[src/sv/sem_pkg.sv]
// Shared types and constants of the Sobel RGB gradient magnitude block.
// No dependencies; imported by all modules of the block but sem_ram.
`timescale 1ns / 1ps
package sem_pkg;
   localparam int SEM_MAX_WIDTH   = 1024;
   localparam int PIX_W           = 24;
   localparam int CHAN_W          = 8;
   localparam int CHANNELS        = 3;
   localparam int GRAD_W          = 11;
   localparam int SUM_W           = 21;
   localparam int ROW_W           = 13;
   localparam int FW_W            = 11;
   localparam int FH_W            = 12;
   localparam int CSR_DATA_W      = 12;
   localparam int SEM_QUEUE_DEPTH = 2;
   localparam logic [FW_W-1:0] FW_RESET = 11'd640;
   localparam logic [FH_W-1:0] FH_RESET = 12'd480;
   // largest sum whose rounded root still fits in eight bits
   localparam logic [SUM_W-1:0] MAG_LIMIT = 21'd65280;
   localparam logic [CHAN_W-1:0] MAG_MAX  = 8'd255;

   typedef enum logic {
      REG_FRAME_WIDTH  = 1'b0,
      REG_FRAME_HEIGHT = 1'b1
   } csr_index_type;

   // gradients of one output pixel, channel 0 is red
   typedef struct packed {
      logic [CHANNELS-1:0][GRAD_W-1:0] gx;
      logic [CHANNELS-1:0][GRAD_W-1:0] gy;
      logic                            last;
   } grad_type;
endpackage

[src/sv/sem_back.sv]
// Back end: squares the gradients, takes a rounded square root bit by bit
// for all three channels, and holds the result item. Depends on sem_pkg.
`timescale 1ns / 1ps
module sem_back (
   input  logic                       clock,
   input  logic                       reset,
   input  logic                       pop_valid,
   output logic                       pop_ready,
   input  sem_pkg::grad_type          pop_data,
   output logic                       rsp_valid,
   input  logic                       rsp_ready,
   output logic [sem_pkg::CHAN_W-1:0] rsp_out_red,
   output logic [sem_pkg::CHAN_W-1:0] rsp_out_green,
   output logic [sem_pkg::CHAN_W-1:0] rsp_out_blue,
   output logic                       rsp_frame_last
);
   import sem_pkg::*;

   typedef enum logic [4:0] {
      B_IDLE = 5'b00001,
      B_SQX  = 5'b00010,
      B_SQY  = 5'b00100,
      B_ROOT = 5'b01000,
      B_DONE = 5'b10000
   } back_state_type;

   back_state_type state_ff, state_in;
   grad_type       item_ff, item_in;
   logic [2:0]     iter_ff, iter_in;
   logic [CHANNELS-1:0][SUM_W-1:0]  sum_ff, sum_in;
   logic [CHANNELS-1:0]             clamp_ff, clamp_in;
   logic [CHANNELS-1:0][15:0]       src_ff, src_in;
   logic [CHANNELS-1:0][9:0]        rem_ff, rem_in;
   logic [CHANNELS-1:0][CHAN_W-1:0] root_ff, root_in;
   logic                            rsp_valid_ff, rsp_valid_in;
   logic [CHANNELS-1:0][CHAN_W-1:0] res_ff, res_in;
   logic                            res_last_ff, res_last_in;

   logic [2*GRAD_W-1:0] sq;
   logic [SUM_W-1:0]    total;
   logic [11:0]         rem_x, trial;
   logic                load_out;

   assign pop_ready = state_ff == B_IDLE;
   assign load_out  = (state_ff == B_DONE) && (!rsp_valid_ff || rsp_ready);

   always_comb begin
      state_in     = state_ff;
      item_in      = item_ff;
      iter_in      = iter_ff;
      sum_in       = sum_ff;
      clamp_in     = clamp_ff;
      src_in       = src_ff;
      rem_in       = rem_ff;
      root_in      = root_ff;
      res_in       = res_ff;
      res_last_in  = res_last_ff;
      rsp_valid_in = rsp_valid_ff && !rsp_ready;
      sq    = '0;
      total = '0;
      rem_x = '0;
      trial = '0;
      case (state_ff)
         B_IDLE: begin
            if (pop_valid) begin
               item_in  = pop_data;
               state_in = B_SQX;
            end
         end
         B_SQX: begin
            for (int ch = 0; ch < CHANNELS; ch++) begin
               sq = $signed(item_ff.gx[ch]) * $signed(item_ff.gx[ch]);
               sum_in[ch] = sq[SUM_W-1:0];
            end
            state_in = B_SQY;
         end
         B_SQY: begin
            for (int ch = 0; ch < CHANNELS; ch++) begin
               sq = $signed(item_ff.gy[ch]) * $signed(item_ff.gy[ch]);
               total = sum_ff[ch] + sq[SUM_W-1:0];
               sum_in[ch]   = total;
               clamp_in[ch] = total > MAG_LIMIT;
               src_in[ch]   = total[15:0];
            end
            rem_in   = '0;
            root_in  = '0;
            iter_in  = '0;
            state_in = B_ROOT;
         end
         B_ROOT: begin
            // one root bit per cycle, two bits of the sum brought down
            for (int ch = 0; ch < CHANNELS; ch++) begin
               rem_x = {rem_ff[ch], src_ff[ch][15:14]};
               trial = {2'b00, root_ff[ch], 2'b01};
               if (rem_x >= trial) begin
                  rem_in[ch]  = 10'(rem_x - trial);
                  root_in[ch] = {root_ff[ch][CHAN_W-2:0], 1'b1};
               end else begin
                  rem_in[ch]  = rem_x[9:0];
                  root_in[ch] = {root_ff[ch][CHAN_W-2:0], 1'b0};
               end
               src_in[ch] = {src_ff[ch][13:0], 2'b00};
            end
            iter_in = iter_ff + 3'd1;
            if (iter_ff == 3'd7) begin
               state_in = B_DONE;
            end
         end
         B_DONE: begin
            if (load_out) begin
               // remainder above the root means the sum passed r*r + r
               for (int ch = 0; ch < CHANNELS; ch++) begin
                  if (clamp_ff[ch]) begin
                     res_in[ch] = MAG_MAX;
                  end else if (rem_ff[ch] > {2'b00, root_ff[ch]}) begin
                     res_in[ch] = root_ff[ch] + CHAN_W'(1);
                  end else begin
                     res_in[ch] = root_ff[ch];
                  end
               end
               res_last_in  = item_ff.last;
               rsp_valid_in = 1'b1;
               state_in     = B_IDLE;
            end
         end
         default: begin
            state_in = B_IDLE;
         end
      endcase
   end

   always_ff @(posedge clock) begin
      if (reset) begin
         state_ff     <= B_IDLE;
         rsp_valid_ff <= 1'b0;
      end else begin
         state_ff     <= state_in;
         rsp_valid_ff <= rsp_valid_in;
      end
      item_ff     <= item_in;
      iter_ff     <= iter_in;
      sum_ff      <= sum_in;
      clamp_ff    <= clamp_in;
      src_ff      <= src_in;
      rem_ff      <= rem_in;
      root_ff     <= root_in;
      res_ff      <= res_in;
      res_last_ff <= res_last_in;
   end

   assign rsp_valid      = rsp_valid_ff;
   assign rsp_out_red    = res_ff[0];
   assign rsp_out_green  = res_ff[1];
   assign rsp_out_blue   = res_ff[2];
   assign rsp_frame_last = res_last_ff;
endmodule

[config.mk]
export PLATFORM = sky130hd
export DESIGN_NAME = sem_back
export DESIGN_NICKNAME = d
export VERILOG_FILES = /design/src/sv/sem_pkg.sv /design/src/sv/sem_back.sv
export SDC_FILE = /design/constraint.sdc
export NUM_CORES = 2
export LEC_CHECK = 0
export BUFFER_PORTS_ARGS = -buffer_cell sky130_fd_sc_hd__buf_2
export CAP_MARGIN = 20
export CORE_MARGIN = 1.5
export CORE_UTILIZATION = 50
export CTS_CLUSTER_SIZE = 28
export DETAILED_ROUTE_END_ITERATION = 16
export PLACE_DENSITY = 0.7
export SLEW_MARGIN = 20
export SYNTH_ARGS = -nofsm -noshare
export SYNTH_HDL_FRONTEND = slang
export SYNTH_SLANG_ARGS = --single-unit
[constraint.sdc]
create_clock -name clock -period 8.1 [get_ports clock]
set_input_delay 1.62 -clock clock [delete_from_list [all_inputs] [get_ports clock]]
set_output_delay 1.62 -clock clock [all_outputs]
set_load 0.005 [all_outputs]
==> results by stage <==
Synthesis:
- The average cell area after synthesis is 9.80 um2.
- The number of enable-type register cells in the synthesized netlist is 263.
- Counting flops with an async set or reset pin after synthesis yields a share of 0%.
- The commonest cells after synthesis are 1021 x sky130_fd_sc_hd__inv_1, 657 x sky130_fd_sc_hd__fa_1, 358 x sky130_fd_sc_hd__nand2_1.
- The flip-flop cell with the highest count after synthesis is sky130_fd_sc_hd__edfxtp_1.
- The top cell type by total area after synthesis is sky130_fd_sc_hd__fa_1.
- The post-synth net total is 4996.
- Synthesis instantiated 76 different standard cells from the library.
- Yosys printed 0 warnings.
- The sequential cell area fraction in the yosys report is 20.8%.
- By area the synthesized netlist is led by sky130_fd_sc_hd__fa_1 34%, sky130_fd_sc_hd__edfxtp_1 21%, sky130_fd_sc_hd__ha_1 11%.
- The top cell type by area accounts for 34.2% of the synthesized area.
- The most common cell in the synthesized netlist is sky130_fd_sc_hd__inv_1.
- The cell area that synthesis handed to floorplanning was about 0.039 mm2.
- In this run, synthesis produced a sequential element count of ~270.
- The post-synthesis instance total is between 3000 and 4000.

Global routing:
- The global-route wire length before repair is between 100000 and 150000 um.
- The via count of the first global-routing pass was 27200.
- The total overflow reported by the global router is 0.
- The largest net degree at the start of global routing is 78.
- The initial antenna violation count is 2.
- Global routing used 20.8% of the available tracks across all layers.

Timing:
- The worst path uses around three quarters of the clock period.
- The time the worst path needs with I/O delays and setup is 6100 ps.
- Based on the critical path, the design can be clocked at up to 0.164 GHz.
- Across all setup checks in the final design, the least slack found is ~2000 ps.
- The final clock skew is roughly 20 ps.
- Setup violations remaining at the end of the flow were counted as 0.
- Setup repair after global routing left no endpoint under its margin.
- In the final timing run, aggregate negative setup slack is 0 ps.
- The max-slew headroom at the worst pin is 41.2%.
- The final-report max-slew violation count is 0.
- The final-report hold violation count came to 0.
- For the pin with the worst max-slew slack, the measured transition is roughly 880 ps.

Critical path:
- For this run, the slowest stage of the critical path takes 690 ps.
- The worst setup path is captured at a flop.
- The slowest cell on the critical path is sky130_fd_sc_hd__edfxtp_1.
- The endpoint of the worst register-to-register path is sum_ff[41].
- The critical path data required time is roughly 8400 ps.
- At the worst endpoint, the arrival time is roughly 6400 ps.
- The launch instance of the worst register-to-register path is item_ff[22].
- The maximum net fanout on the critical path is 20.
- Traced cell by cell, the critical path runs through nand2_1 > inv_1 > fa_1 > ha_1 > inv_1 > fa_1 > inv_1 > fa_1 > inv_1 > fa_1 > inv_1 > ha_1 > a21oi_1 > o21bai_1 > a2111oi_2 > o31ai_1 > a21o_1 > a21oi_1 > xnor2_1 > o211ai_1.
- The most frequent cell on the critical path is sky130_fd_sc_hd__inv_1.
- The worst setup path category is reg2reg.
- The internal reg-to-reg setup slack is 2000 ps.
- For the worst flop-to-flop path, the logic depth is 20.
- The kind of launch point of the worst setup path is a flop.

Final layout:
- Relative to the synthesized area, the layout overhead comes to 6.88%.
- The design area is 0.0412 mm2.
- The number of nets in the finished design is a little over 5000.
- The final design utilization is 54.1%.
- The repair_antennas step left the layout with diodes totalling 0.
- In the final layout, the share of cells above drive strength 1 is roughly 5%.

CTS:
- The maximum root-to-sink buffer count is 3.
- Clock tree synthesis selected as its root buffer the cell sky130_fd_sc_hd__clkbuf_16.
- The TritonCTS clock tree is yes.
- The tree built by TritonCTS fans out to 269 sinks.
- The H-tree was split into 2 levels.
- The quantity of hold-fixing buffers added after cts is 0.
- The clock transition time at the flip-flop clock pins of the worst setup and hold paths is approximately 60 ps.
- The total clock buffers created by CTS is 36.
- The number of cells upsized or downsized after cts is 0.
- The post-CTS setup buffer count is 0.
- The latest clock arrival within the worst-skew pair is 570 ps.

Detailed routing:
- The first TritonRoute pass finished after 5 iterations.
- The first routing iteration left 1157 violations.
- After detailed routing, the number of remaining DRC violations is 0.
- The detail-routed net length per standard cell is approximately 15 um.
- The routed design has 76200 um of wire.
- The ratio of routed vias to standard cells is around 5.0.
- The via total after detailed routing is 25200.
- The post-route antenna net violation count is 0.

Floorplanning:
- From bottom edge to top edge, the die measures 281 um.
- Measured along the x axis, the die boundary spans about 280 um.
- The die covers 0.0787 mm2.
- The total number of placement rows is 101.
- The starting utilization of the core area is 50.6%.
- The core region is approximately 0.076 mm2.
- The top-level I/O count is 98.

Place:
- The pre-CTS worst setup slack is 2030 ps.
- After detailed placement, the total cell area comes to 0.0400 mm2.
- The number of port buffers is 97.
- The last weighted congestion value of the routability-driven placer is 0.871.
- The detailed placer's ending HPWL is 61700 um.

Outcome:
- The run finished with clean final reports.

Min path:
- The tightest min-delay check is of the reg2reg type.
- In this run the most critical hold path is launched from item_ff[0].
- The worst-case hold path end point is rsp_frame_last.
- Counting instances, the worst hold path has a depth of 0.

Run:
- Max-cap violations in this run came to 0.
[worst max-delay path: cells and delay by family, from the launching register on]
| kind | cells | cell delay [ps] |
|---|---|---|
| compound gates | 7 | 1440 |
| simple gates | 1 | 300 |
| xor+xnor | 1 | 160 |
| buf+inv | 5 | 610 |
| fa+ha+maj | 6 | 2610 |
| flops | 1 | 690 |
[area by class of cell]
cell class / instances / area, um2
Tap cell: 1030 / 1290
Sequential cell: 269 / 8020
Clock buffer: 40 / 916
Multi-Input combinational cell: 2527 / 26300
Timing Repair Buffer: 107 / 564
Fill cell: 6834 / 34900
Inverter: 1022 / 3840
Clock inverter: 24 / 250
[per-layer routing]
metal	global-route usage, %	up-vias	part of all wire, %
met5	0	-	0.031
met4	6.08	4	2.7
met3	2.47	108	4.4
met2	35.0	442	48
met1	28.1	12500	45
li1	-	12100	-
[layout by cell type (no fill, tap or decap), drive strengths merged, types with 8 or more instances in the layout]
master / instances
nor3: 38
xor2: 49
o31ai: 8
inv: 1025
a31o: 9
nor2b: 48
o21bai: 11
clkinv: 16
edfxtp: 263
a21boi: 8
nand2: 358
nor2: 180
o31a: 8
fa: 657
xnor2: 138
nand2b: 50
nand3: 41
and2: 180
a211oi: 9
buf: 107
mux2i: 12
ha: 337
o21ai: 65
a31oi: 17
and3: 12
nand4: 15
nor4: 10
a21o: 42
a21oi: 120
o21a: 19
clkbuf: 40
[how the worst max path moves through the flow]
stage,depth (start not counted),slack (ps),from,to
6_report,20,2000,item_ff[22],sum_ff[41]
5_1_grt,20,1600,item_ff[22],clamp_ff[1]
4_1_cts,20,2000,item_ff[22],sum_ff[41]
3_5_place_dp,20,2030,item_ff[22],sum_ff[41]
3_3_place_gp,18,2220,item_ff[11],clamp_ff[0]
2_1_floorplan,20,2430,item_ff[22],sum_ff[41]
[kinds of logic after synthesis]
family          Yosys count  synth area share, %
flops                   269                 20.8
compound gates          362                 6.20
simple gates            968                 12.1
xor+xnor                187                 4.25
buf+inv                1135                 11.1
mux                      16                0.429
fa+ha+maj               994                 45.1
[metrics by stage]
stage / std cells / hold WS, ps
2_1_floorplan: 3931 / 400
3_3_place_gp: 4955 / 401
3_5_place_dp: 4955 / 412
4_1_cts: 5019 / 424
5_1_grt: 5019 / 451
6_report: 5019 / 422
[state kept, by name, indices dropped and copies added (netlist names)]
name,flops
src_ff,48
rsp_out_green,8
iter_ff,3
item_ff,67
rsp_frame_last,1
rsp_valid,1
rem_ff,30
rsp_out_red,8
root_ff,24
sum_ff,63
rsp_out_blue,8
state_ff,5
clamp_ff,3
Power is left out: the tool's default activity adds up to more than one toggle a clock period on the data nets, which glitch-free logic cannot reach.
