===== src/sv/sem_pkg.sv =====
// Shared types and constants of the Sobel RGB gradient magnitude block.
// No dependencies; imported by all modules of the block but sem_ram.
`timescale 1ns / 1ps
package sem_pkg;
   localparam int SEM_MAX_WIDTH   = 1024;
   localparam int PIX_W           = 24;
   localparam int CHAN_W          = 8;
   localparam int CHANNELS        = 3;
   localparam int GRAD_W          = 11;
   localparam int SUM_W           = 21;
   localparam int ROW_W           = 13;
   localparam int FW_W            = 11;
   localparam int FH_W            = 12;
   localparam int CSR_DATA_W      = 12;
   localparam int SEM_QUEUE_DEPTH = 2;
   localparam logic [FW_W-1:0] FW_RESET = 11'd640;
   localparam logic [FH_W-1:0] FH_RESET = 12'd480;
   // largest sum whose rounded root still fits in eight bits
   localparam logic [SUM_W-1:0] MAG_LIMIT = 21'd65280;
   localparam logic [CHAN_W-1:0] MAG_MAX  = 8'd255;

   typedef enum logic {
      REG_FRAME_WIDTH  = 1'b0,
      REG_FRAME_HEIGHT = 1'b1
   } csr_index_type;

   // gradients of one output pixel, channel 0 is red
   typedef struct packed {
      logic [CHANNELS-1:0][GRAD_W-1:0] gx;
      logic [CHANNELS-1:0][GRAD_W-1:0] gy;
      logic                            last;
   } grad_type;
endpackage


===== src/sv/sem_front.sv =====
// Front end: takes pixel items, keeps counters, line buffers and the 3x3 window,
// and pushes masked Sobel gradients into the queue. Depends on sem_pkg.
`timescale 1ns / 1ps
module sem_front #(
   parameter int MAX_WIDTH = 1024
) (
   input  logic                                clock,
   input  logic                                reset,
   input  logic                                csr_write,
   input  sem_pkg::csr_index_type              csr_index,
   input  logic [sem_pkg::CSR_DATA_W-1:0]      csr_wdata,
   input  logic                                req_valid,
   output logic                                req_ready,
   input  logic                                req_type,
   input  logic [sem_pkg::CHAN_W-1:0]          req_in_red,
   input  logic [sem_pkg::CHAN_W-1:0]          req_in_green,
   input  logic [sem_pkg::CHAN_W-1:0]          req_in_blue,
   output logic                                ram_wr_en,
   output logic [$clog2(MAX_WIDTH)-1:0]        ram_addr,
   output logic [2*sem_pkg::PIX_W-1:0]         ram_wr_data,
   input  logic [2*sem_pkg::PIX_W-1:0]         ram_rd_data,
   output logic                                push_valid,
   input  logic                                push_ready,
   output sem_pkg::grad_type                   push_data
);
   import sem_pkg::*;

   localparam int AW = $clog2(MAX_WIDTH);
   localparam int WW = $clog2(MAX_WIDTH + 1);
   localparam int CW = (WW > FW_W) ? WW : FW_W;

   typedef enum logic [3:0] {
      F_IDLE  = 4'b0001,
      F_PRE   = 4'b0010,
      F_SHIFT = 4'b0100,
      F_EMIT  = 4'b1000
   } front_state_type;

   front_state_type state_ff, state_in;
   logic [FW_W-1:0]  fw_ff, fw_in;
   logic [FH_W-1:0]  fh_ff, fh_in;
   logic [AW-1:0]    col_ff, col_in;
   logic [ROW_W-1:0] row_ff, row_in;
   logic [AW-1:0]    ocol_ff, ocol_in;
   logic [ROW_W-1:0] orow_ff, orow_in;
   logic             pre_ff, pre_in;
   logic             last_ff, last_in;
   logic [PIX_W-1:0] pix_ff, pix_in;
   logic [2:0][2:0][PIX_W-1:0] win_ff, win_in;

   logic [CW-1:0]    fw_ext;
   logic [WW-1:0]    width_eff;
   logic [FH_W-1:0]  height_eff;
   logic [ROW_W-1:0] height_ext;
   logic             in_frame;
   logic             last_now;
   logic [2:0]       row_ok, col_ok;
   logic [AW-1:0]    col_adv;
   logic [ROW_W-1:0] row_adv;
   logic             finish;
   logic             finish_last;
   logic [CHAN_W-1:0] v [3][3];
   logic [GRAD_W-1:0] gx_pos, gx_neg, gy_pos, gy_neg;

   // effective frame size: zero acts as one, width capped at the line buffer
   always_comb begin
      fw_ext = CW'(fw_ff);
      if (fw_ext == '0) begin
         width_eff = WW'(1);
      end else if (fw_ext > CW'(MAX_WIDTH)) begin
         width_eff = WW'(MAX_WIDTH);
      end else begin
         width_eff = WW'(fw_ext);
      end
      height_eff = (fh_ff == '0) ? FH_W'(1) : fh_ff;
      height_ext = ROW_W'(height_eff);
      in_frame   = row_ff < height_ext;
   end

   // neighbours outside the frame count as zero
   always_comb begin
      row_ok[0] = orow_ff != '0;
      row_ok[1] = 1'b1;
      row_ok[2] = (orow_ff + ROW_W'(1)) < height_ext;
      col_ok[0] = ocol_ff != '0;
      col_ok[1] = 1'b1;
      col_ok[2] = (WW'(ocol_ff) + WW'(1)) < width_eff;
      last_now  = ((orow_ff + ROW_W'(1)) == height_ext)
                  && ((WW'(ocol_ff) + WW'(1)) == width_eff);
   end

   always_comb begin
      push_data.last = last_now;
      push_data.gx   = '0;
      push_data.gy   = '0;
      for (int ch = 0; ch < CHANNELS; ch++) begin
         for (int r = 0; r < 3; r++) begin
            for (int c = 0; c < 3; c++) begin
               v[r][c] = (row_ok[r] && col_ok[c])
                         ? win_ff[r][c][(CHANNELS-1-ch)*CHAN_W +: CHAN_W] : '0;
            end
         end
         gx_pos = GRAD_W'(v[0][2]) + GRAD_W'({v[1][2], 1'b0}) + GRAD_W'(v[2][2]);
         gx_neg = GRAD_W'(v[0][0]) + GRAD_W'({v[1][0], 1'b0}) + GRAD_W'(v[2][0]);
         gy_pos = GRAD_W'(v[2][0]) + GRAD_W'({v[2][1], 1'b0}) + GRAD_W'(v[2][2]);
         gy_neg = GRAD_W'(v[0][0]) + GRAD_W'({v[0][1], 1'b0}) + GRAD_W'(v[0][2]);
         push_data.gx[ch] = gx_pos - gx_neg;
         push_data.gy[ch] = gy_pos - gy_neg;
      end
   end

   always_comb begin
      if ((WW'(col_ff) + WW'(1)) >= width_eff) begin
         col_adv = '0;
         row_adv = row_ff + ROW_W'(1);
      end else begin
         col_adv = col_ff + AW'(1);
         row_adv = row_ff;
      end
   end

   assign req_ready   = state_ff == F_IDLE;
   assign push_valid  = state_ff == F_EMIT;
   assign ram_addr    = col_ff;
   assign ram_wr_en   = state_ff == F_SHIFT;
   assign ram_wr_data = {ram_rd_data[PIX_W-1:0], pix_ff};

   always_comb begin
      state_in    = state_ff;
      fw_in       = fw_ff;
      fh_in       = fh_ff;
      col_in      = col_ff;
      row_in      = row_ff;
      ocol_in     = ocol_ff;
      orow_in     = orow_ff;
      pre_in      = pre_ff;
      last_in     = last_ff;
      pix_in      = pix_ff;
      win_in      = win_ff;
      finish      = 1'b0;
      finish_last = last_ff;
      case (state_ff)
         F_IDLE: begin
            if (req_valid && !(req_type && in_frame)) begin
               pix_in  = in_frame ? {req_in_red, req_in_green, req_in_blue} : '0;
               last_in = 1'b0;
               state_in = (col_ff == '0 && row_ff >= ROW_W'(2)) ? F_PRE : F_SHIFT;
            end
         end
         F_PRE: begin
            // right edge of the row two up: close the window with a zero column
            for (int r = 0; r < 3; r++) begin
               win_in[r] = {PIX_W'(0), win_ff[r][2], win_ff[r][1]};
            end
            orow_in  = row_ff - ROW_W'(2);
            ocol_in  = AW'(width_eff - WW'(1));
            pre_in   = 1'b1;
            state_in = F_EMIT;
         end
         F_SHIFT: begin
            win_in[0] = {ram_rd_data[2*PIX_W-1:PIX_W], win_ff[0][2], win_ff[0][1]};
            win_in[1] = {ram_rd_data[PIX_W-1:0], win_ff[1][2], win_ff[1][1]};
            win_in[2] = {pix_ff, win_ff[2][2], win_ff[2][1]};
            if (col_ff != '0 && row_ff != '0) begin
               orow_in  = row_ff - ROW_W'(1);
               ocol_in  = col_ff - AW'(1);
               pre_in   = 1'b0;
               state_in = F_EMIT;
            end else begin
               finish   = 1'b1;
               state_in = F_IDLE;
            end
         end
         F_EMIT: begin
            if (push_ready) begin
               last_in = last_now;
               if (pre_ff) begin
                  state_in = F_SHIFT;
               end else begin
                  finish      = 1'b1;
                  finish_last = last_now;
                  state_in    = F_IDLE;
               end
            end
         end
         default: begin
            state_in = F_IDLE;
         end
      endcase
      if (finish) begin
         col_in = finish_last ? '0 : col_adv;
         row_in = finish_last ? '0 : row_adv;
      end
      if (csr_write) begin
         case (csr_index)
            REG_FRAME_WIDTH:  fw_in = csr_wdata[FW_W-1:0];
            REG_FRAME_HEIGHT: fh_in = csr_wdata[FH_W-1:0];
            default: begin
               fw_in = fw_ff;
            end
         endcase
         col_in = '0;
         row_in = '0;
      end
   end

   always_ff @(posedge clock) begin
      if (reset) begin
         state_ff <= F_IDLE;
         fw_ff    <= FW_RESET;
         fh_ff    <= FH_RESET;
         col_ff   <= '0;
         row_ff   <= '0;
         win_ff   <= '0;
      end else begin
         state_ff <= state_in;
         fw_ff    <= fw_in;
         fh_ff    <= fh_in;
         col_ff   <= col_in;
         row_ff   <= row_in;
         win_ff   <= win_in;
      end
      ocol_ff <= ocol_in;
      orow_ff <= orow_in;
      pre_ff  <= pre_in;
      last_ff <= last_in;
      pix_ff  <= pix_in;
   end
endmodule


===== config.mk =====
export PLATFORM = sky130hd
export DESIGN_NAME = sem_front
export DESIGN_NICKNAME = d
export VERILOG_FILES = /design/src/sv/sem_pkg.sv /design/src/sv/sem_front.sv
export SDC_FILE = /design/constraint.sdc
export NUM_CORES = 1
export LEC_CHECK = 0
export ABC_CLOCK_PERIOD_IN_PS = 6900
export BUFFER_PORTS_ARGS = -buffer_cell sky130_fd_sc_hd__buf_2
export CAP_MARGIN = 0
export CORE_MARGIN = 1.5
export CORE_UTILIZATION = 30
export DETAILED_ROUTE_END_ITERATION = 12
export PLACE_DENSITY = 0.5
export SLEW_MARGIN = 5
export SYNTH_ARGS = -nofsm -noshare
export SYNTH_HDL_FRONTEND = slang
export SYNTH_SLANG_ARGS = --single-unit

===== constraint.sdc =====
create_clock -name clock -period 6.9 [get_ports clock]
set_input_delay 0.345 -clock clock [delete_from_list [all_inputs] [get_ports clock]]
set_output_delay 0.345 -clock clock [all_outputs]
set_load 0.01 [all_outputs]

==> impl_metrics.tcl <==
set metrics [dict create \
    syn_inst 2570 \
    io_buffers 218 \
    fin_util_pct 36.4 \
    drc 0 \
    crit_path_top_delay_cell "fa_1" \
    synth_nets 2977 \
    status "finished, final reports clean" \
    worstSetupEndpointType "primary output" \
    start_util_pct 30.3 \
    synth_area_leaders "dfxtp_1 24%, fa_1 17%, nand2_1 7.6%" \
    cp.required_ps 6550 \
    ys.flop_type "dfxtp_1" \
    min_period_over_period_pct 97.4 \
    nNetsFinal 3149 \
    first_global_vias 18116 \
    drv_slew 0 \
    antenna_found_initial 11 \
    yosys_warnings 0 \
    hold_viol_final 0 \
    grt_pass1_wl_um 104000 \
    rows 99 \
    place_area_um2 24000 \
    synth_commonest_cells "444 x nand2_1, 301 x inv_1, 266 x dfxtp_1" \
    power_density_nw_per_um2 188 \
    vias_per_cell 4.88 \
    seq_area_um2 6800 \
    synth_area_leader_cell "dfxtp_1" \
    synth_seq_cells 315 \
    root_buffer "clkbuf_16" \
    num-fill-cells 7509 \
    htree_levels 2 \
    synth_area_per_cell_um2 8.59 \
    synth_edf_count 49 \
    hp-class "primary input to flop" \
    max-cap-violations 0 \
    start_kind "flop" \
    use_met2_pct 29.3 \
    drive_above_1_share_pct 17.8 \
    first_iter_violations 1158 \
    total_leakage_power_nw 11.0 \
    hpwl_um 49200 \
    grt-busiest-layer "met2" \
    irDropWorstVdd_mv 0.172 \
    design_area_um2 26500 \
    synth-seq-area-share_pct 30.8 \
    grt_start_max_net_pins 217 \
    slew_headroom_pct 23.9 \
    core_area_um2 72800 \
    critPathMaxStageDelay_ps 550 \
    io_pins 219 \
    min_period_ps 6720 \
    grt_use_total_pct 17.6 \
    die_h_um 274 \
    clockBufferDepth 3 \
    die-area_um2 75200 \
    use_met1_pct 23.9 \
    multi_input_area_um2 13900 \
    ant_nets 0 \
    cts_tree "done" \
    chipWidth_um 274 \
    worstPathArrival_ps 6370 \
    syn_to_final_growth_pct 20.1 \
    yosysMostFrequentCell "nand2_1" \
    fmax_mhz 149 \
    grt-ovfl-total 0 \
    dr_total_vias 18235 \
    worstMarginPinSlew_ps 1140 \
    grt_use_met3_pct 2.57 \
    rsz0062_at_grt "yes" \
    setup_viol 0 \
    ys_types 64 \
    clock_latency_ps 570 \
    gp_congestion 0.848 \
    numClockSinks 315 \
    synth_top_area_share_pct 24.1 \
    path_max_fanout 10 \
    syn_area_um2 22100 \
    numCtsBuffers 42 \
    async_flop_share_pct 0 \
    clk_pin_slew_ps 60 \
    path_class "flop to primary output" \
    wl_um 67600 \
    firstDrtPassIters 5 \
    post_drt_wl_per_cell_um 18.1 \
    fin_skew_ps 15.4 \
]
critical path: cells and delay by family (launching register included):
family,cells,cell delay [ps]
adders and majority gates,5,2150
AOI/OAI and AO/OA,8,1230
buffers and inverters,8,910
and+or+nand+nor,6,870
DFF,1,430
xor gates and xnor gates,1,190
sequential cells by signal, indices dropped and copies added, names as in the netlist:
name / cells
v: 8
win_ff: 208
row_ff: 13
ram_addr: 10
ocol_ff: 10
pre_ff: 1
pix_ff: 24
state_ff: 4
fw_ext: 11
orow_ff: 13
last_ff: 1
fh_ff: 12
cell usage in the layout, fill, tap and decap left out, drive strengths merged, types with 10 or more instances in the layout:
master  synthesis  routed
or3            10      10
nand3          72      72
and4           35      35
edfxtp         49      49
nand3b         15      15
o21a           11      11
buf            42     293
a21boi         13      13
mux2i          15      15
a21oi         207     207
inv           302     304
xor2           35      35
nor2b          17      17
and3           43      43
o21ai          36      36
fa            186     186
nand2b         17      17
a21o           17      17
dfxtp         266     266
a22oi          72      72
nor4           14      14
a211oi         10      10
xnor2          55      55
nand4          54      54
nor3           29      29
and2           63      63
clkbuf        132      60
ha            130     130
nand2         444     444
nor2          133     133
clkinv          1      13
cell type report:
| cell class | instances | area share, % |
|---|---|---|
| Clock buffer | 55 | 4.53 |
| Timing Repair Buffer | 302 | 7.70 |
| Multi-Input combinational cell | 1778 | 52.5 |
| Clock inverter | 20 | 0.760 |
| Sequential cell | 315 | 25.6 |
| Antenna cell | 1 | 0.00944 |
| Tap cell | 959 | 4.53 |
| Inverter | 303 | 4.29 |
stage by stage:
stage          TNS (ps)  power, mW  hold WS [ps]  setup slack (ps)  std cells
3_3_place_gp          0       2.71           436               315       3602
5_1_grt           -1240       5.23          28.6              -105       3732
2_1_floorplan         0       2.41           432               550       2570
6_report              0       5.00          44.1               182       3733
3_5_place_dp          0       2.72           444               216       3602
4_1_cts           -32.6       5.03          5.08             -18.7       3697
kinds of logic after synthesis:
logic type | Yosys count | synth area share [%]
simple gates | 962 | 21.0
buf+inv | 477 | 8.64
compound gates | 394 | 11.0
fa+ha+maj | 316 | 24.2
flops | 315 | 30.8
xor+xnor | 90 | 3.57
mux | 16 | 0.731
power breakdown:
group / total, mW / switching [mW] / internal [mW]
registers: 1.93 / 0.0334 / 1.90
logic: 0.834 / 0.478 / 0.356
clock network: 2.23 / 0.890 / 1.34
path summary, 6_finish.rpt:
| check | slack [ps] | endpoint | start | cells past startpoint |
|---|---|---|---|---|
| worst max-delay path | 180 | push_data[33] | orow_ff[2] | 28 |
| worst min-delay path | 40 | win_ff[49] | ram_rd_data[25] | 3 |
| worst max register to register | 2820 | ram_addr[6] | ram_addr[0] | 11 |
| worst min register to register | 450 | win_ff[82] | win_ff[106] | 2 |
metal layers:
layer | share of wire, % | wire [µm] | vias to the layer above
met2 | 47 | 32000 | 400
met3 | 4.8 | 3210 | 92
li1 | - | - | 8797
met5 | 0.10 | 69 | -
met4 | 2.1 | 1400 | 10
met1 | 46 | 30900 | 8936
what timing repair did:
item	CTS	global route
cloned	3	4
hold buffers	3	0
pin swaps	21	85
setup buffers	14	31
endpoints found under the hold margin	3	0
endpoints found under the setup margin	32	35
resized for setup	43	94
Power figures use the tool's default switching activity.
