<file path="src/sv/sem_pkg.sv">
// Shared types and constants of the Sobel RGB gradient magnitude block.
// No dependencies; imported by all modules of the block but sem_ram.
`timescale 1ns / 1ps
package sem_pkg;
   localparam int SEM_MAX_WIDTH   = 1024;
   localparam int PIX_W           = 24;
   localparam int CHAN_W          = 8;
   localparam int CHANNELS        = 3;
   localparam int GRAD_W          = 11;
   localparam int SUM_W           = 21;
   localparam int ROW_W           = 13;
   localparam int FW_W            = 11;
   localparam int FH_W            = 12;
   localparam int CSR_DATA_W      = 12;
   localparam int SEM_QUEUE_DEPTH = 2;
   localparam logic [FW_W-1:0] FW_RESET = 11'd640;
   localparam logic [FH_W-1:0] FH_RESET = 12'd480;
   // largest sum whose rounded root still fits in eight bits
   localparam logic [SUM_W-1:0] MAG_LIMIT = 21'd65280;
   localparam logic [CHAN_W-1:0] MAG_MAX  = 8'd255;

   typedef enum logic {
      REG_FRAME_WIDTH  = 1'b0,
      REG_FRAME_HEIGHT = 1'b1
   } csr_index_type;

   // gradients of one output pixel, channel 0 is red
   typedef struct packed {
      logic [CHANNELS-1:0][GRAD_W-1:0] gx;
      logic [CHANNELS-1:0][GRAD_W-1:0] gy;
      logic                            last;
   } grad_type;
endpackage

</file>
<file path="src/sv/sem_queue.sv">
// Short item queue between the front end and the magnitude unit.
// Depends on sem_pkg for the entry type.
`timescale 1ns / 1ps
module sem_queue #(
   parameter int DEPTH = 2
) (
   input  logic              clock,
   input  logic              reset,
   input  logic              push_valid,
   output logic              push_ready,
   input  sem_pkg::grad_type push_data,
   output logic              pop_valid,
   input  logic              pop_ready,
   output sem_pkg::grad_type pop_data
);
   import sem_pkg::*;

   localparam int PW = (DEPTH > 1) ? $clog2(DEPTH) : 1;
   localparam int NW = $clog2(DEPTH + 1);

   grad_type      mem_ff [DEPTH];
   logic [PW-1:0] wr_ptr_ff, wr_ptr_in, rd_ptr_ff, rd_ptr_in;
   logic [NW-1:0] count_ff, count_in;
   logic          do_push, do_pop;

   assign push_ready = count_ff != NW'(DEPTH);
   assign pop_valid  = count_ff != '0;
   assign pop_data   = mem_ff[rd_ptr_ff];
   assign do_push    = push_valid && push_ready;
   assign do_pop     = pop_valid && pop_ready;

   always_comb begin
      wr_ptr_in = wr_ptr_ff;
      rd_ptr_in = rd_ptr_ff;
      if (do_push) begin
         wr_ptr_in = (wr_ptr_ff == PW'(DEPTH - 1)) ? '0 : wr_ptr_ff + PW'(1);
      end
      if (do_pop) begin
         rd_ptr_in = (rd_ptr_ff == PW'(DEPTH - 1)) ? '0 : rd_ptr_ff + PW'(1);
      end
      count_in = count_ff + NW'(do_push) - NW'(do_pop);
   end

   always_ff @(posedge clock) begin
      if (reset) begin
         wr_ptr_ff <= '0;
         rd_ptr_ff <= '0;
         count_ff  <= '0;
      end else begin
         wr_ptr_ff <= wr_ptr_in;
         rd_ptr_ff <= rd_ptr_in;
         count_ff  <= count_in;
      end
      if (do_push) begin
         mem_ff[wr_ptr_ff] <= push_data;
      end
   end
endmodule

</file>
<file path="config.mk">
export PLATFORM = sky130hd
export DESIGN_NAME = sem_queue
export DESIGN_NICKNAME = d
export VERILOG_FILES = /design/src/sv/sem_pkg.sv /design/src/sv/sem_queue.sv
export SDC_FILE = /design/constraint.sdc
export NUM_CORES = 1
export LEC_CHECK = 0
export BUFFER_PORTS_ARGS = -buffer_cell sky130_fd_sc_hd__buf_4
export CORE_MARGIN = 2
export CORE_UTILIZATION = 45
export DETAILED_ROUTE_END_ITERATION = 10
export PLACE_DENSITY_LB_ADDON = 0.25
export SLEW_MARGIN = 40
export SYNTH_ARGS = -nofsm -noshare
export SYNTH_HDL_FRONTEND = slang
export SYNTH_SLANG_ARGS = --single-unit
</file>
<file path="constraint.sdc">
create_clock -name clock -period 3.45 [get_ports clock]
set_input_delay 0.69 -clock clock [delete_from_list [all_inputs] [get_ports clock]]
set_output_delay 0.69 -clock clock [all_outputs]
set_load 0.05 [all_outputs]
</file>
==> impl_results.md, run 1 <==
- Vias in the first global route: 2700
- Seq/Total Area, Yosys: around 81%
- Ant diodes: 0
- Tightest Pin Transition: between 0.4 and 0.5 ns
- Pwr Total: about 5500 uW
- Maximum clock path buffer count: 2
- FMAX: about 380 MHz
- Post-Syn Area: 5090 um2
- Worst R2R Path Depth: 3
- Hold Path Cell Cnt: 1
- Horiz. Die Dim: about 110 um
- Hold endpoint: mem_ff[0][6]
- Relative slew slack: 73.2%
- Nets: between 400 and 500
- Gr usage total: approximately 15%
- Synth area leaders: edfxtp_1 (79%), mux2_2 (15%), dfxtp_1 (2.0%)
- I/O pin count: 140
- Seq cells post-synth: around 140
- Syn Inst Count: approximately 240
- Finished layout cell area: between 6000 and 7000 um2
- Global placer's final weighted congestion: slightly above 0.7
- Post-DP HPWL: 5670 um
- Hold_buf cts: 0
- Worst-Skew Late Latency: approximately 0.4 ns
- Hold path start: push_data[6]
- Clock sinks: 139
- Syn Nets: between 300 and 400
- Min cycle time layout: ~2.6 ns
- Status: complete, no violations
- Net switching power: roughly 1800 uW
- Clock root buffer: clkbuf_16
- Power Internal: roughly 3700 uW
- Max FO, Critical Path: 52
- Worst Setup Start Kind: register
- WL final: ~9000 um
- DRC violations left: 0
- Die span in y: roughly 110 um
- Prevailing post-synth register cell: edfxtp_1
- RSZ-0062 raised after global routing: no
- Iter 0 DRT Violations: 83
- Starting density of the core: a little under half
- H-tree depth: 4
- Largest net degree at the start of global routing: 62
- Drt pass-1 iters: 6
- Hold Crit Class: in2reg
- CP endpoint kind: output pin
- Total number of vias: between 2000 and 3000
- VDD IR-drop max: about 0.00041 V
- Final Skew: approximately 0.0056 ns
- Area delta synth->final: 35.0%
- Reg2reg start: count_ff[0]
- Synth top cells by count: edfxtp_1 (134), mux2_2 (67), dfxtp_1 (5), nor2_1 (5)
- Post-synth top area share: roughly 80%
- Clk pwr share: a little under a third
- Post-synthesis async set-or-reset flop share: 0%
- CP Data Arrival Time: 1.92 ns
- YS warnings: 0
- Sw frac: around a third
- Synth cell types: 24
- First-pass GRT wire length: 13200 um
- Port bufs: roughly 140
- Crit path kind: reg2out
- Most frequent cell after synthesis: edfxtp_1
- Layout cells sized above 1: between 60% and 70%
- Synth area leader: edfxtp_1
- CTS resizes: 0
- Setup ws final: approximately 0.84 ns
- Max Cap Viol: 0
- Worst r2r dst: mem_ff[1][41]
- Hold slack: approximately 0.47 ns
- Initial antenna violation count: 0
- Comb power frac: between 30 and 40%
- Post-DR vias/cell: roughly 4.9
- Setup TNS: 0 ns
- Post-CTS setup buffer count: 0
- Clock transition at path regs: around 0.060 ns
- LEAKAGE: between 0.002 and 0.003 uW
- ANT nets after route: 0
- CTS tree: built
- Critical path data required time: 2.76 ns
- Reg2Reg Setup Slack: around 1.6 ns
- DR WL/cell: 16.6 um
- DP Area: 6320 um2
- TritonCTS buffer count: 17
- Reg power frac: 38.9%
- Mean Syn Cell Area: ~21 um2
- Die ar.: approximately 12000 um2
- Period Utilization, post-route: between 70% and 80%
- Total grt overflow: 0
- Row count: 38
- Max-slew violations: 0
- Final Hold Vio Count: 0
- Core Region: between 10000 and 15000 um2
- Number of synthesized flops with an enable pin: between 100 and 150
- Power per cell area: approximately 790 nW/um2
- Final Setup Violations: 0
- Pre-CTS setup slack: 1.25 ns
==> registers in the layout, summed over array words and instances (netlist names), named ones only <==
name	count
count_ff	2
mem_ff	134
rd_ptr_ff	1
wr_ptr_ff	1
==> layout by cell type (no fill, tap or decap), types with 3 or more instances in the layout <==
| cell | n |
|---|---|
| buf_4 | 139 |
| edfxtp_1 | 134 |
| mux2_2 | 67 |
| clkbuf_16 | 17 |
| nor2_1 | 5 |
| clkinv_2 | 4 |
| dfxtp_1 | 4 |
| clkinvlp_4 | 3 |
| buf_12 | 3 |
==> worst max path at each step <==
stage / endpoint / slack, ns / from
2_1_floorplan: mem_ff[1][0] / 0.39 / count_ff[0]
3_3_place_gp: pop_data[25] / 1.24 / register
3_5_place_dp: pop_data[36] / 1.25 / register
4_1_cts: pop_data[51] / 0.80 / register
5_1_grt: pop_data[51] / 0.73 / register
6_report: pop_data[55] / 0.84 / register
==> cell type report <==
cell class / instances / area (um2)
Sequential cell: 139 / 4130
Fill cell: 824 / 4060
Timing Repair Buffer: 142 / 1100
Multi-Input combinational cell: 90 / 910
Clock buffer: 18 / 429
Tap cell: 140 / 175
Clock inverter: 13 / 128
Inverter: 1 / 3.75
==> power by group through the flow <==
| stage | sequential [uW] | combinational, uW | clock [uW] |
|---|---|---|---|
| after floorplan | 2130 | 1220 | 0 |
| after global placement | 2150 | 1660 | 0 |
| after detailed placement | 2160 | 1660 | 0 |
| after CTS | 2120 | 1670 | 1730 |
| after global routing | 2140 | 1730 | 1810 |
| final | 2120 | 1640 | 1690 |
==> worst max-delay path, cell delays in order (launching register included) <==
cell and delay [ns]:
dfxtp_2 0.57, buf_12 0.34, mux2_2 0.39, buf_4 0.19
==> per-stage QoR <==
| stage | cells | util, % |
|---|---|---|
| 2_1_floorplan | 237 | - |
| 6_report | 543 | 62.9 |
| 3_3_place_gp | 512 | 57.8 |
| 4_1_cts | 543 | 62.9 |
| 3_5_place_dp | 512 | 57.8 |
| 5_1_grt | 543 | 62.9 |
==> kinds of logic (layout without fill, tap and decap cells) <==
logic type / count (synthesis) / count (layout) / synth area share (%)
flops: 139 / 139 / 81.0
mux: 68 / 68 / 15.0
simple gates: 13 / 13 / 1.38
buf+inv: 8 / 174 / 1.18
compound gates: 7 / 7 / 1.01
fa+ha+maj: 1 / 1 / 0.246
xor+xnor: 1 / 1 / 0.172
==> metal layers <==
| metal | routed length [um] | track usage [%] | vias to the layer above |
|---|---|---|---|
| met3 | 709 | 6.47 | 11 |
| met5 | 0 | 0 | - |
| met1 | 3720 | 17.3 | 1288 |
| li1 | - | - | 1247 |
| met2 | 4430 | 24.8 | 95 |
| met4 | 129 | 6.61 | 0 |
Note: power is estimated with default switching activity, not from simulation.
==> inputs of run 2 (changes only) <==
Clock period 3.45 ns to 2.57 ns, I/O delays scaled along.
==> impl_results.md, run 2 (synthesis results as in run 1) <==
- RSZ-0062 raised after global routing: no
- Total number of vias: 2661 (+0.76%)
- Area delta synth->final: 36.5%
- Total grt overflow: 0 (unchanged)
- VDD IR-drop max: 0.000486 V (+19%)
- Horiz. Die Dim: 110 um (unchanged)
- Worst R2R Path Depth: 4 (+1)
- DR WL/cell: 16.3 um (-1.2%)
- Multi-input gate area: 913 um2 (+0.41%)
- Final Hold Vio Count: 0 (unchanged)
- Clk pwr share: 31.6% (+0.6 points)
- Max Cap Viol: 0 (unchanged)
- FMAX: around 460 MHz
- Largest net degree at the start of global routing: 68 (+9.7%)
- Max FO, Critical Path: 67 (+29%)
- Drt pass-1 iters: 4 (-2)
- Most common cell after layout, fill and taps aside: buf_4
- CTS resizes: 0 (unchanged)
- Max-slew violations: 0 (unchanged)
- Nets: 465 (+0.43%)
- Iter 0 DRT Violations: 81 (-2.4%)
- Crit path kind: reg2out
- Largest reg by FF count: mem_ff
- Final Skew: 0.00804 ns (+0.00239 ns)
- Hold_buf cts: 0 (unchanged)
- Row count: 38 (unchanged)
- Layout cells sized above 1: 60.1% (about the same)
- Critical path data required time: 2.06 ns (-0.70 ns)
- CP Data Arrival Time: 1.68 ns (-0.24 ns)
- Relative slew slack: 64.1% (-9.1 points)
- CTS tree: built
- Post-DP HPWL: 5670 um (about the same)
- Hold Path Cell Cnt: 1 (unchanged)
- Reg power frac: 37.9% (-1.0 points)
- Vias in the first global route: 2786 (+3.2%)
- Wire length on met2: 4430 um (about the same)
- Tightest Pin Transition: 0.538 ns (+0.136 ns)
- I/O pin count: 140 (unchanged)
- Pwr Total: 7430 uW (+36%)
- Reg area: 4130 um2 (about the same)
- Post-DR vias/cell: 4.87 (+0.20%)
- TritonCTS buffer count: 17 (unchanged)
- Gr usage total: 15.2% (+0.10 points)
- Maximum clock path buffer count: 2 (unchanged)
- Max reg flops: 134 (unchanged)
- DRC violations left: 0 (unchanged)
- Port bufs: 139 (unchanged)
- Ant diodes: 0 (unchanged)
- Final Setup Violations: 0 (unchanged)
- Sw frac: 32.1% (-0.58 points)
- Initial antenna violation count: 0 (unchanged)
- Filler instances: 804 (-2.4%)
- Global placer's final weighted congestion: 0.669 (-6.5%)
- WL final: 8930 um (-0.70%)
- Clock sinks: 139 (unchanged)
- M1 wire length: 3730 um (+0.35%)
- ANT nets after route: 0 (unchanged)
- Most frequent cells in the layout: buf_4 (139), edfxtp_1 (134), mux2_2 (67)
- Power per cell area: 1070 nW/um2 (+35%)
- Hold Crit Class: in2reg
- Top Registers: mem_ff: 134 flops, count_ff: 2 flops
- Clock root buffer: clkbuf_16
- Min cycle time layout: about 2.2 ns
- Comb power frac: 30.4% (+0.2 points)
- Worst Setup Start Kind: register
- Post-CTS setup buffer count: 0 (unchanged)
- Power Internal: 5050 uW (+37%)
- H-tree depth: 4 (unchanged)
- Core Region: 10900 um2 (unchanged)
- Starting density of the core: 46.6% (unchanged)
- First-pass GRT wire length: 13400 um (+1.8%)
- CP endpoint kind: output pin
- Top layer in use: met4
- Net switching power: 2380 uW (+34%)
- Status: complete, no violations
- Period Utilization, post-route: between 80% and 90%
- Die ar.: 12200 um2 (unchanged)
- Setup TNS: 0 ns (unchanged)
- Met3 WL: 664 um (-6.3%)
- LEAKAGE: 0.00260 uW (+1.0%)
- Worst-Skew Late Latency: 0.40 ns (about the same)
- Clock transition at path regs: 0.06 ns (about the same)
- Die span in y: 110 um (unchanged)
run 2: cell count changes in the layout (fill, tap and decap cells not counted), sizes merged:
cell    change
bufinv      +1
inv         -2
buf         +2
clkinv      +2
run 2: stage by stage:
step                std cells  utilization (%)  instance area, um2  worst slack [ns]  hold slack [ns]
floorplan                 237                -                5100             0.121            0.472
global placement          514             58.2                6370             0.611            0.485
detailed placement        514             58.2                6370             0.617            0.502
CTS                       546             63.6                6950             0.331            0.281
global route              546             63.6                6950             0.282            0.278
finish                    546             63.6                6950             0.372            0.298
run 2: final cells by class:
type | instances | area share [%]
clock buffers | 18 | 6.17
repair buffers | 144 | 16.5
clock inverters | 14 | 2.21
well taps | 140 | 2.52
flip-flops and latches | 139 | 59.4
multi-input cells | 90 | 13.1
inverters | 1 | 0.108
run 2: final timing paths:
path | start | endpoint | slack, ns
setup / recovery | register | pop_data[58] | 0.37
hold / removal | push_data[12] | mem_ff[0][12] | 0.30
setup reg to reg | count_ff[0] | mem_ff[0][57] | 0.71
hold reg to reg | rd_ptr_ff | rd_ptr_ff | 0.52
run 2: power groups by stage:
stage               clock network [uW]  registers (uW)  logic [uW]
finish                            2350            2820        2260
global route                      2500            2850        2370
CTS                               2410            2820        2290
detailed placement                   0            2870        2280
global placement                     0            2860        2270
floorplan                            0            2850        1640
run 2: worst max-delay path: stages (launching register included):
cell     delay [ns]
dfxtp_4        0.35
buf_12         0.33
mux2_2         0.40
buf_4          0.19
run 2: per-layer routing:
metal | vias up | global-route usage, %
met5 | - | 0
met4 | 0 | 6.96
met3 | 8 | 5.06
met2 | 90 | 25.6
met1 | 1307 | 17.7
li1 | 1256 | -
==> inputs of run 3 (changes only) <==
==> constraint.sdc (replaced) <==
create_clock -name clock -period 2.57 [get_ports clock]
set_input_delay 0.1285 -clock clock [delete_from_list [all_inputs] [get_ports clock]]
set_output_delay 0.1285 -clock clock [all_outputs]
set_load 0.05 [all_outputs]
==> impl_results.md, run 3 (synthesis results as in run 1) <==
- Clk pwr share: 32.7% (+1.1 points)
- Max reg flops: 134 (unchanged)
- RSZ-0062 raised after global routing: no
- Vias in the first global route: 3048 (+9.4%)
- Post-DR vias/cell: 4.75 (-2.6%)
- # placed instances: 515 (+0.19%)
- TritonCTS buffer count: 17 (unchanged)
- Die ar.: 12200 um2 (unchanged)
- Post-DP HPWL: 5930 um (+4.5%)
- H-tree depth: 4 (unchanged)
- Crit path kind: reg2out
- Critical path's largest stage delay: 0.69 ns (+0.29 ns)
- I/O pin count: 140 (unchanged)
- CP Data Arrival Time: 1.95 ns (+0.27 ns)
- WL final: 9830 um (+10%)
- Worst-Skew Late Latency: 0.40 ns (about the same)
- CTS tree: built
- Iter 0 DRT Violations: 132 (+63%)
- Core Region: 10900 um2 (unchanged)
- Most frequent cells in the layout: buf_4 (142), edfxtp_1 (134), dlygate4sd3_1 (68)
- Final Core Density: 70.0% (+6.4 points)
- Total number of vias: 2920 (+9.7%)
- Met3 WL: 610 um (-8.1%)
- Reg power frac: 37.6% (-0.3 points)
- LEAKAGE: 0.00290 uW (+11%)
- Layout Cells excl Fill: 615 (+13%)
- Setup ws final: 0.488 ns (+0.116 ns)
- Comb power frac: 29.7% (-0.7 points)
- Initial antenna violation count: 0 (unchanged)
- Max Cap Viol: 0 (unchanged)
- Drt pass-1 iters: 4 (unchanged)
- Wire length on met2: 4930 um (+11%)
- CP delay by family, top: flip-flops
- Clock transition at path regs: 0.06 ns (about the same)
- Global placer's final weighted congestion: 0.692 (+3.6%)
- Final Setup Violations: 0 (unchanged)
- Power Internal: 5220 uW (+3.4%)
- Top Registers: mem_ff: 134 flops, count_ff: 2 flops
- Status: complete, no violations
- Total grt overflow: 0 (unchanged)
- Power per cell area: 1000 nW/um2 (-6.1%)
- Largest net degree at the start of global routing: 39 (-43%)
- Starting density of the core: 46.6% (unchanged)
- Relative slew slack: 61.9% (-2.2 points)
- CP endpoint kind: output pin
- Layout cells sized above 1: 52.4% (-7.7 points)
- Horiz. Die Dim: 110 um (unchanged)
- Max FO, Critical Path: 38 (-43%)
- Worst Setup Start Kind: register
- Setup TNS: 0 ns (unchanged)
- Sw frac: 32.0% (-0.042 points)
- Ant diodes: 0 (unchanged)
- Pre-CTS setup slack: 0.626 ns (+0.00892 ns)
- Tightest Pin Transition: 0.570 ns (+0.0314 ns)
- Row count: 38 (unchanged)
- Critical path data required time: 2.44 ns (+0.38 ns)
- Period Utilization, post-route: 81.0% (-4.5 points)
- Post-CTS setup buffer count: 0 (unchanged)
- FMAX: 480 MHz (+5.6%)
- Largest reg by FF count: mem_ff
- Hold slack: 0.0733 ns (-0.225 ns)
- Slowest cell on crit path: dfxtp_4
- Min cycle time layout: 2.08 ns (-0.116 ns)
- Top layer in use: met4
- Maximum clock path buffer count: 2 (unchanged)
- Most common cell after layout, fill and taps aside: buf_4
- CP Buf/Inv Count: 2 (unchanged)
- Area delta synth->final: 50.3%
- Die span in y: 110 um (unchanged)
- First-pass GRT wire length: 14500 um (+8.3%)
- DR WL/cell: 16.0 um (-2.2%)
- DRC violations left: 0 (unchanged)
- Hold Crit Class: in2reg
- Gr usage total: 16.7% (+1.5 points)
- Nets: 534 (+15%)
- VDD IR-drop max: 0.000508 V (+4.6%)
- Final Skew: 0.00700 ns (-0.00104 ns)
- Worst path cell trace: buf_12 > mux2_2 > buf_4
- Final Hold Vio Count: 0 (unchanged)
- M1 wire length: 4110 um (+9.9%)
- Max-slew violations: 0 (unchanged)
- ANT nets after route: 0 (unchanged)
- Net switching power: 2460 uW (+3.2%)
- Clock root buffer: clkbuf_16
- Port bufs: 139 (unchanged)
- Clock sinks: 139 (unchanged)
==> run 3: power by group through the flow <==
stage	registers, uW	clock network [uW]	logic, uW
after floorplan	2850	0	1640
after global placement	2930	0	2200
after detailed placement	2940	0	2210
after CTS	2890	2570	2300
after global routing	2920	2670	2390
final	2890	2510	2280
==> run 3: cell type report <==
class                      instances  area [um2]
clock buffer                      17         425
clock inverter                    15         198
fill                             709        3280
inverter                           1        7.51
multi-input combinational         90         913
sequential                       139        4130
tap                              140         175
timing repair buffer             213        1810
==> run 3: layer usage <==
metal | track usage (%) | vias up
li1 | - | 1400
met1 | 19.0 | 1398
met2 | 28.2 | 105
met3 | 5.41 | 17
met4 | 8.39 | 0
met5 | 0 | -
==> run 3: through the flow <==
stage	instance area, um2	total power, uW
2_1_floorplan	5100	4490
3_3_place_gp	6350	5120
3_5_place_dp	6350	5150
4_1_cts	7650	7760
5_1_grt	7650	7980
6_report	7650	7680
==> run 3: worst paths after layout <==
path / to / depth (start not counted) / start / slack [ns]
setup / recovery: pop_data[11] / 3 / register / 0.49
hold / removal: wr_ptr_ff / 3 / push_valid / 0.07
setup reg to reg: mem_ff[0][32] / 4 / count_ff[0] / 0.63
hold reg to reg: rd_ptr_ff / 2 / rd_ptr_ff / 0.52
==> run 3: timing repair <==
action | CTS | global route
resized for setup | 0 | 0
hold endpoints to repair | 138 | 0
hold buffers | 68 | 0
==> run 3: worst reg2reg max path, stage by stage, from the launching register on <==
cell and delay (ns):
dfxtp_1 0.36, nand2b_1 0.22, nand3b_1 0.19, clkinvlp_4 0.51, buf_4 0.40
